--- config.mk ---
export PLATFORM = sky130hd
export DESIGN_NAME = adler32_crc32c_epoch_digest_flat
export DESIGN_NICKNAME = d
export VERILOG_FILES = /design/src/rtl/core/acd_pkg.sv /design/src/rtl/core/acd_if.sv /design/src/rtl/core/acd_in_stage.sv /design/src/rtl/core/acd_core.sv /design/src/rtl/core/adler32_crc32c_epoch_digest.sv /design/src/flat_wrapper.sv
export SDC_FILE = /design/constraint.sdc
export NUM_CORES = 1
export LEC_CHECK = 0
export BUFFER_PORTS_ARGS = -buffer_cell sky130_fd_sc_hd__buf_2
export CAP_MARGIN = 5
export CORE_MARGIN = 8
export CORE_UTILIZATION = 45
export CTS_BUF_LIST = sky130_fd_sc_hd__clkbuf_8
export DETAILED_ROUTE_END_ITERATION = 7
export PLACE_DENSITY = 0.65
export RECOVER_POWER = 100
export SLEW_MARGIN = 25
export SYNTH_ARGS = -nofsm -noshare
export SYNTH_HDL_FRONTEND = slang
export SYNTH_SLANG_ARGS = --single-unit
--- constraint.sdc ---
create_clock -name clk -period 12.5 [get_ports clk]
set_input_delay 3.125 -clock clk [delete_from_list [all_inputs] [get_ports clk]]
set_output_delay 3.125 -clock clk [all_outputs]
set_load 0.05 [all_outputs]
--- src/rtl/core/acd_pkg.sv ---
// Shared types, codes and per-byte digest functions for the stream digest block.
package acd_pkg;

  localparam int unsigned OffW = 63;

  localparam logic [16:0] AdlerMod  = 17'd65521;
  localparam logic [31:0] AdlerInit = 32'h0000_0001;
  localparam logic [31:0] CrcPoly   = 32'h82F6_3B78;
  localparam logic [7:0]  StateVer  = 8'd1;

  typedef enum logic [1:0] {
    MODE_DATA    = 2'd0,
    MODE_CLOSE   = 2'd1,
    MODE_RESTORE = 2'd2,
    MODE_UNUSED  = 2'd3
  } mode_t;

  typedef enum logic [2:0] {
    ST_OK        = 3'd0,
    ST_OUT_ORDER = 3'd1,
    ST_BAD_VER   = 3'd2,
    ST_MARK_MISS = 3'd3,
    ST_IGNORED   = 3'd4
  } status_t;

  typedef struct packed {
    logic [1:0]      mode;
    logic [OffW-1:0] byte_offset;
    logic [7:0]      data_byte;
    logic [7:0]      restore_version;
    logic [31:0]     restore_adler;
    logic [OffW-1:0] restore_epoch_start;
    logic [31:0]     restore_crc;
    logic [OffW-1:0] watermark;
  } dig_in_t;

  typedef struct packed {
    logic [2:0]      status;
    logic [31:0]     adler_value;
    logic [OffW-1:0] epoch_offset;
    logic [OffW-1:0] epoch_length;
    logic [31:0]     closed_crc;
    logic [OffW-1:0] covered_bytes;
    logic            poisoned_flag;
  } dig_out_t;

  // s2 may start above the modulus after a restore, so s2 + s1 needs two trims
  function automatic logic [31:0] adler_step(input logic [31:0] a, input logic [7:0] b);
    logic [16:0] t1;
    logic [16:0] s1n;
    logic [16:0] t2;
    logic [16:0] u;
    logic [16:0] s2n;
    t1  = {1'b0, a[15:0]} + {9'd0, b};
    s1n = (t1 >= AdlerMod) ? (t1 - AdlerMod) : t1;
    t2  = {1'b0, a[31:16]} + s1n;
    u   = (t2 >= AdlerMod) ? (t2 - AdlerMod) : t2;
    s2n = (u >= AdlerMod) ? (u - AdlerMod) : u;
    return {s2n[15:0], s1n[15:0]};
  endfunction

  function automatic logic [31:0] crc_step(input logic [31:0] crc, input logic [7:0] b);
    logic [31:0] c;
    c = ~crc ^ {24'd0, b};
    for (int k = 0; k < 8; k++) begin
      c = c[0] ? ((c >> 1) ^ CrcPoly) : (c >> 1);
    end
    return ~c;
  endfunction

endpackage

--- src/rtl/core/acd_if.sv ---
// Valid/ready channel interfaces for input words and result words.
interface acd_in_if;
  logic             valid;
  logic             ready;
  acd_pkg::dig_in_t data;

  modport source (output valid, output data, input ready);
  modport sink   (input valid, input data, output ready);
endinterface

interface acd_out_if;
  logic              valid;
  logic              ready;
  acd_pkg::dig_out_t data;

  modport source (output valid, output data, input ready);
  modport sink   (input valid, input data, output ready);
endinterface

--- src/rtl/core/acd_in_stage.sv ---
// Input register: holds one accepted word until the digest core takes it.
module acd_in_stage (
  input  logic             clk,
  input  logic             rst_n,
  acd_in_if.sink           in_if,
  input  logic             item_take,
  output logic             item_valid,
  output acd_pkg::dig_in_t item
);
  import acd_pkg::*;

  logic    valid_r;
  logic    valid_nxt;
  dig_in_t item_r;

  // refill in the same cycle the held word leaves
  assign in_if.ready = !valid_r || item_take;
  assign valid_nxt   = (in_if.valid && in_if.ready) || (valid_r && !item_take);

  always_ff @(posedge clk) begin
    if (!rst_n) begin
      valid_r <= 1'b0;
    end else begin
      valid_r <= valid_nxt;
    end
    if (in_if.valid && in_if.ready) begin
      item_r <= in_if.data;
    end
  end

  assign item_valid = valid_r;
  assign item       = item_r;
endmodule

--- src/rtl/core/acd_core.sv ---
// Digest state, per-word update and result register.
module acd_core (
  input  logic             clk,
  input  logic             rst_n,
  input  logic             item_valid,
  input  acd_pkg::dig_in_t item,
  output logic             item_take,
  acd_out_if.source        out_if
);
  import acd_pkg::*;

  logic [OffW-1:0] covered_r,  covered_nxt;
  logic [31:0]     adler_r,    adler_nxt;
  logic [OffW-1:0] start_r,    start_nxt;
  logic [31:0]     crc_r,      crc_nxt;
  logic            poison_r,   poison_nxt;
  logic            out_valid_r;
  dig_out_t        out_r,      out_nxt;

  assign item_take = item_valid && (!out_valid_r || out_if.ready);

  always_comb begin
    covered_nxt = covered_r;
    adler_nxt   = adler_r;
    start_nxt   = start_r;
    crc_nxt     = crc_r;
    poison_nxt  = poison_r;
    out_nxt     = '0;
    out_nxt.status = ST_OK;

    case (mode_t'(item.mode))
      MODE_DATA: begin
        // offset check wins even when already poisoned
        if (item.byte_offset != covered_r) begin
          poison_nxt     = 1'b1;
          out_nxt.status = ST_OUT_ORDER;
        end else if (poison_r) begin
          out_nxt.status = ST_IGNORED;
        end else begin
          adler_nxt   = adler_step(adler_r, item.data_byte);
          crc_nxt     = crc_step(crc_r, item.data_byte);
          covered_nxt = covered_r + OffW'(1);
        end
      end
      MODE_CLOSE: begin
        out_nxt.epoch_offset = start_r;
        out_nxt.epoch_length = covered_r - start_r;
        out_nxt.closed_crc   = crc_r;
        start_nxt            = covered_r;
        crc_nxt              = '0;
      end
      MODE_RESTORE: begin
        if (item.restore_version != StateVer) begin
          out_nxt.status = ST_BAD_VER;
        end else if (item.byte_offset != item.watermark ||
                     item.restore_epoch_start != item.byte_offset) begin
          out_nxt.status = ST_MARK_MISS;
        end else begin
          covered_nxt = item.byte_offset;
          adler_nxt   = item.restore_adler;
          start_nxt   = item.restore_epoch_start;
          crc_nxt     = item.restore_crc;
          poison_nxt  = 1'b0;
        end
      end
      default: begin
      end
    endcase

    out_nxt.adler_value   = adler_nxt;
    out_nxt.covered_bytes = covered_nxt;
    out_nxt.poisoned_flag = poison_nxt;
  end

  always_ff @(posedge clk) begin
    if (!rst_n) begin
      covered_r   <= '0;
      adler_r     <= AdlerInit;
      start_r     <= '0;
      crc_r       <= '0;
      poison_r    <= 1'b0;
      out_valid_r <= 1'b0;
    end else begin
      if (item_take) begin
        covered_r <= covered_nxt;
        adler_r   <= adler_nxt;
        start_r   <= start_nxt;
        crc_r     <= crc_nxt;
        poison_r  <= poison_nxt;
      end
      if (item_take) begin
        out_valid_r <= 1'b1;
      end else if (out_if.ready) begin
        out_valid_r <= 1'b0;
      end
    end
    if (item_take) begin
      out_r <= out_nxt;
    end
  end

  assign out_if.valid = out_valid_r;
  assign out_if.data  = out_r;
endmodule

--- src/rtl/core/adler32_crc32c_epoch_digest.sv ---
// Stream digest top: running Adler-32 over the stream and CRC-32C per epoch.
// Path: an accepted word is held in the input register, and the result register
// then takes its result word. Throughput: one word per cycle while out_if is not
// stalled; the state update is combinational between the two registers.
// Reset: synchronous active-low rst_n; covered 0, adler 1, epoch start 0,
// epoch CRC 0, not poisoned, both registers empty.
module adler32_crc32c_epoch_digest (
  input  logic      clk,
  input  logic      rst_n,
  acd_in_if.sink    in_if,
  acd_out_if.source out_if
);
  import acd_pkg::*;

  logic    item_valid;
  logic    item_take;
  dig_in_t item;

  acd_in_stage u_in_stage (
    .clk        (clk),
    .rst_n      (rst_n),
    .in_if      (in_if),
    .item_take  (item_take),
    .item_valid (item_valid),
    .item       (item)
  );

  acd_core u_core (
    .clk        (clk),
    .rst_n      (rst_n),
    .item_valid (item_valid),
    .item       (item),
    .item_take  (item_take),
    .out_if     (out_if)
  );
endmodule
--- src/flat_wrapper.sv ---
// flat-port wrapper written by rule: the top's interface ports become plain ports
module adler32_crc32c_epoch_digest_flat import acd_pkg::*;
  (clk, rst_n, in_if_valid, in_if_data, in_if_ready, out_if_valid, out_if_data, out_if_ready);
  acd_in_if in_if_i ();
  acd_out_if out_if_i ();
  input  logic clk;
  input  logic rst_n;
  input wire logic [$bits(in_if_i.valid)-1:0] in_if_valid;
  input wire logic [$bits(in_if_i.data)-1:0] in_if_data;
  output wire logic [$bits(in_if_i.ready)-1:0] in_if_ready;
  output wire logic [$bits(out_if_i.valid)-1:0] out_if_valid;
  output wire logic [$bits(out_if_i.data)-1:0] out_if_data;
  input wire logic [$bits(out_if_i.ready)-1:0] out_if_ready;
  assign in_if_i.valid = in_if_valid;
  assign in_if_i.data = in_if_data;
  assign in_if_ready = in_if_i.ready;
  assign out_if_valid = out_if_i.valid;
  assign out_if_data = out_if_i.data;
  assign out_if_i.ready = out_if_ready;
  adler32_crc32c_epoch_digest u_core (.clk(clk), .rst_n(rst_n), .in_if(in_if_i), .out_if(out_if_i));
endmodule
==> impl_metrics.env <==
export IMPL_max_freq_mhz=95.4
export IMPL_rows=104
export IMPL_min_period_over_period=0.838
export IMPL_hold_start="u_core.u_core.poison_r"
export IMPL_final_common_cell="edfxtp_1"
export IMPL_synth_async_reset_ratio=0
export IMPL_seq_area_frac_synth=0.545
export IMPL_wirelength_um=130000
export IMPL_grt_pass1_vias=27400
export IMPL_initial_core_util=0.452
export IMPL_reg2reg_from="u_core.u_in_stage.item[198]"
export IMPL_setup_viol=0
export IMPL_ctsHoldBuffers=0
export IMPL_grt_max_degree=160
export IMPL_finalInstanceArea_um2=41500
export IMPL_p_leak_uw=0.0153
export IMPL_tightestPinTransition_ns=4.24
export IMPL_worstRegToRegCells=30
export IMPL_synth_ff_type="edfxtp_1"
export IMPL_layout_common_cells="edfxtp_1 (528), nor2_1 (404), clkbuf_1 (348)"
export IMPL_root_buffer="clkbuf_8"
export IMPL_cts_buffers=118
export IMPL_hold_violations=0
export IMPL_avgSynthCellArea_um2=10.9
export IMPL_htree_levels=3
export IMPL_worstPathMaxFanout=80
export IMPL_clk_latency_ns=0.77
export IMPL_drt_iter0_drc=3416
export IMPL_io_pin_count=534
export IMPL_postCtsSetupBuffers=0
export IMPL_rsz0062_at_grt="false"
export IMPL_cts_sinks=721
export IMPL_yosysWarnings=0
export IMPL_drtPass1Iterations=6
export IMPL_die_y_um=300
export IMPL_io_buffers=533
export IMPL_gp_congestion=0.995
export IMPL_drv_cap=18
export IMPL_grtUsageTotal=0.278
export IMPL_maxSlewViolCount=1106
export IMPL_grt_overflow_total=0
export IMPL_vias_per_cell=5.76
export IMPL_power_uw=6200
export IMPL_coreArea_um2=80000
export IMPL_clk_pin_slew_ns=0.07
export IMPL_drive_gt1_frac=0.109
export IMPL_violations="max-capacitance violations, max-slew violations"
export IMPL_synth_edf_count=528
export IMPL_crit_arrival_ns=11.11
export IMPL_crit_required_ns=13.13
export IMPL_vdd_drop_max_mv=0.0928
export IMPL_wire_per_inst_um=26.1
export IMPL_nets=4197
export IMPL_power_density_nw_per_um2=150
export IMPL_grt_first_pass_wirelength_um=187000
export IMPL_hold_path_class="flop to flop"
export IMPL_tns_ns=0
export IMPL_post_dp_cell_area_um2=39700
export IMPL_start_kind="input port"
export IMPL_synthCells=3332
export IMPL_die_x_um=300
export IMPL_fin_crit_ns=10.48
export IMPL_path_class="input port to flop"
export IMPL_synth_seq_cells=721
export IMPL_holdPathStages=2
export IMPL_min_to="u_core.u_core.poison_r"
export IMPL_hpwl_um=99400
export IMPL_cts_resized=0
export IMPL_cts_tree="yes"
export IMPL_synth_area_top_cells="edfxtp_1 (44%), dfxtp_1 (11%), xnor2_1 (5.9%), nor2_1 (4.2%), ha_1 (3.4%)"
export IMPL_r2r_setup_slack_ns=2.58
export IMPL_outcome="finished with violations"
export IMPL_detail_route_antenna_nets=0
export IMPL_drc=0
export IMPL_synth_top_area_share=0.438
export IMPL_synth_nets=3707
export IMPL_antenna_found_initial=18
export IMPL_maxSlewHeadroom=-1.83
export IMPL_synth_area_um2=36200
export IMPL_fin_skew_ns=0.0456
export IMPL_synth_area_leader_cell="edfxtp_1"
export IMPL_endpoint_kind="flop"
export IMPL_die_area_um2=89700
export IMPL_cts_buffer_depth=3
export IMPL_vias=28800
export IMPL_timing_rr_end="u_core.u_core.out_if.data[248]"
export IMPL_synth_cell_types=93
export IMPL_area_delta_synth_final_pct=14.6
==> worst max-delay path by stage <==
| stage | end | startpoint | cells past startpoint | slack [ns] |
|---|---|---|---|---|
| 2_1_floorplan | u_core.u_in_stage.item[0] | out_if_ready | 3 | 2.07 |
| 3_3_place_gp | u_core.u_core.out_if.data[250] | u_core.u_in_stage.item[198] | 29 | 3.94 |
| 3_5_place_dp | u_core.u_core.out_if.data[250] | u_core.u_in_stage.item[198] | 29 | 3.81 |
| 4_1_cts | u_core.u_core.out_if.data[248] | u_core.u_in_stage.item[198] | 29 | 3.79 |
| 5_1_grt | u_core.u_core.out_if.data[124] | out_if_ready | 6 | 1.62 |
| 6_report | u_core.u_core.start_r[6] | rst_n | 5 | 2.02 |
==> cells by family after synthesis <==
logic type      count (synthesis)  share of synthesized area
xor+xnor                      342                     0.0828
fa+ha+maj                     100                     0.0352
mux                            91                     0.0254
compound gates                712                      0.139
buf+inv                       322                     0.0366
simple gates                 1044                      0.136
flops                         721                      0.545
==> Yosys cell counts, drive strengths merged, types with 60 or more instances <==
cell    number
ha          97
o21ai      134
xor2        97
nor2       407
dfxtp      193
a21oi      120
clkbuf     165
a21o        62
nor3       101
a211oi     103
mux2i       83
nand2      184
xnor2      245
nand3       61
edfxtp     528
inv        125
nand4       60
==> area by class of cell <==
| class | count | area (µm²) |
|---|---|---|
| clock buffer | 134 | 1840 |
| clock inverter | 90 | 495 |
| multi-input combinational | 2289 | 15200 |
| timing repair buffer | 566 | 2440 |
| sequential | 721 | 19700 |
| fill | 7479 | 38500 |
| tap | 1060 | 1330 |
| inverter | 126 | 483 |
| antenna | 9 | 22.5 |
==> power breakdown <==
part	total, µW	internal, µW	switching [µW]	leakage (µW)
clock network	2040	1060	976	0.00140
registers	2870	2730	142	0.00666
logic	1290	458	837	0.00725
total	6200	4250	1950	0.0153
==> metrics by stage <==
step / std cells / util / worst slack (ns) / hold WS (ns)
finish: 4995 / 0.518 / 2.02 / 0.498
global route: 4989 / 0.518 / 1.62 / 0.520
CTS: 4986 / 0.525 / 3.79 / 0.499
detailed placement: 4762 / 0.496 / 3.81 / 0.458
global placement: 4762 / 0.496 / 3.94 / 0.444
floorplan: 3332 / - / 2.07 / 0.436
==> worst max-delay path: stages <==
cell,delay [ns]
buf_2,0.07
clkbuf_1,1.84
clkinvlp_2,3.88
clkbuf_2,1.58
a211oi_1,0.53
==> routing by layer <==
metal | part of all wire | routed length, µm | track usage
met5 | 0.00026 | 34 | 0
met4 | 0.041 | 5290 | 0.107
met3 | 0.095 | 12400 | 0.0708
met1 | 0.42 | 54800 | 0.379
met2 | 0.44 | 57900 | 0.425
==> sequential cells by signal, summed over array words and instances (netlist names) <==
signal,cells
u_core.u_core.poison_r,1
u_core.u_core.out_if.data,257
u_core.u_core.start_r,63
u_core.u_in_stage.item,271
u_core.u_core.crc_r,32
u_core.u_core.out_if.valid,1
u_core.u_core.adler_r,32
u_core.u_in_stage.item_valid,1
u_core.u_core.covered_r,63
No activity file was read; power rests on OpenSTA's default activity.
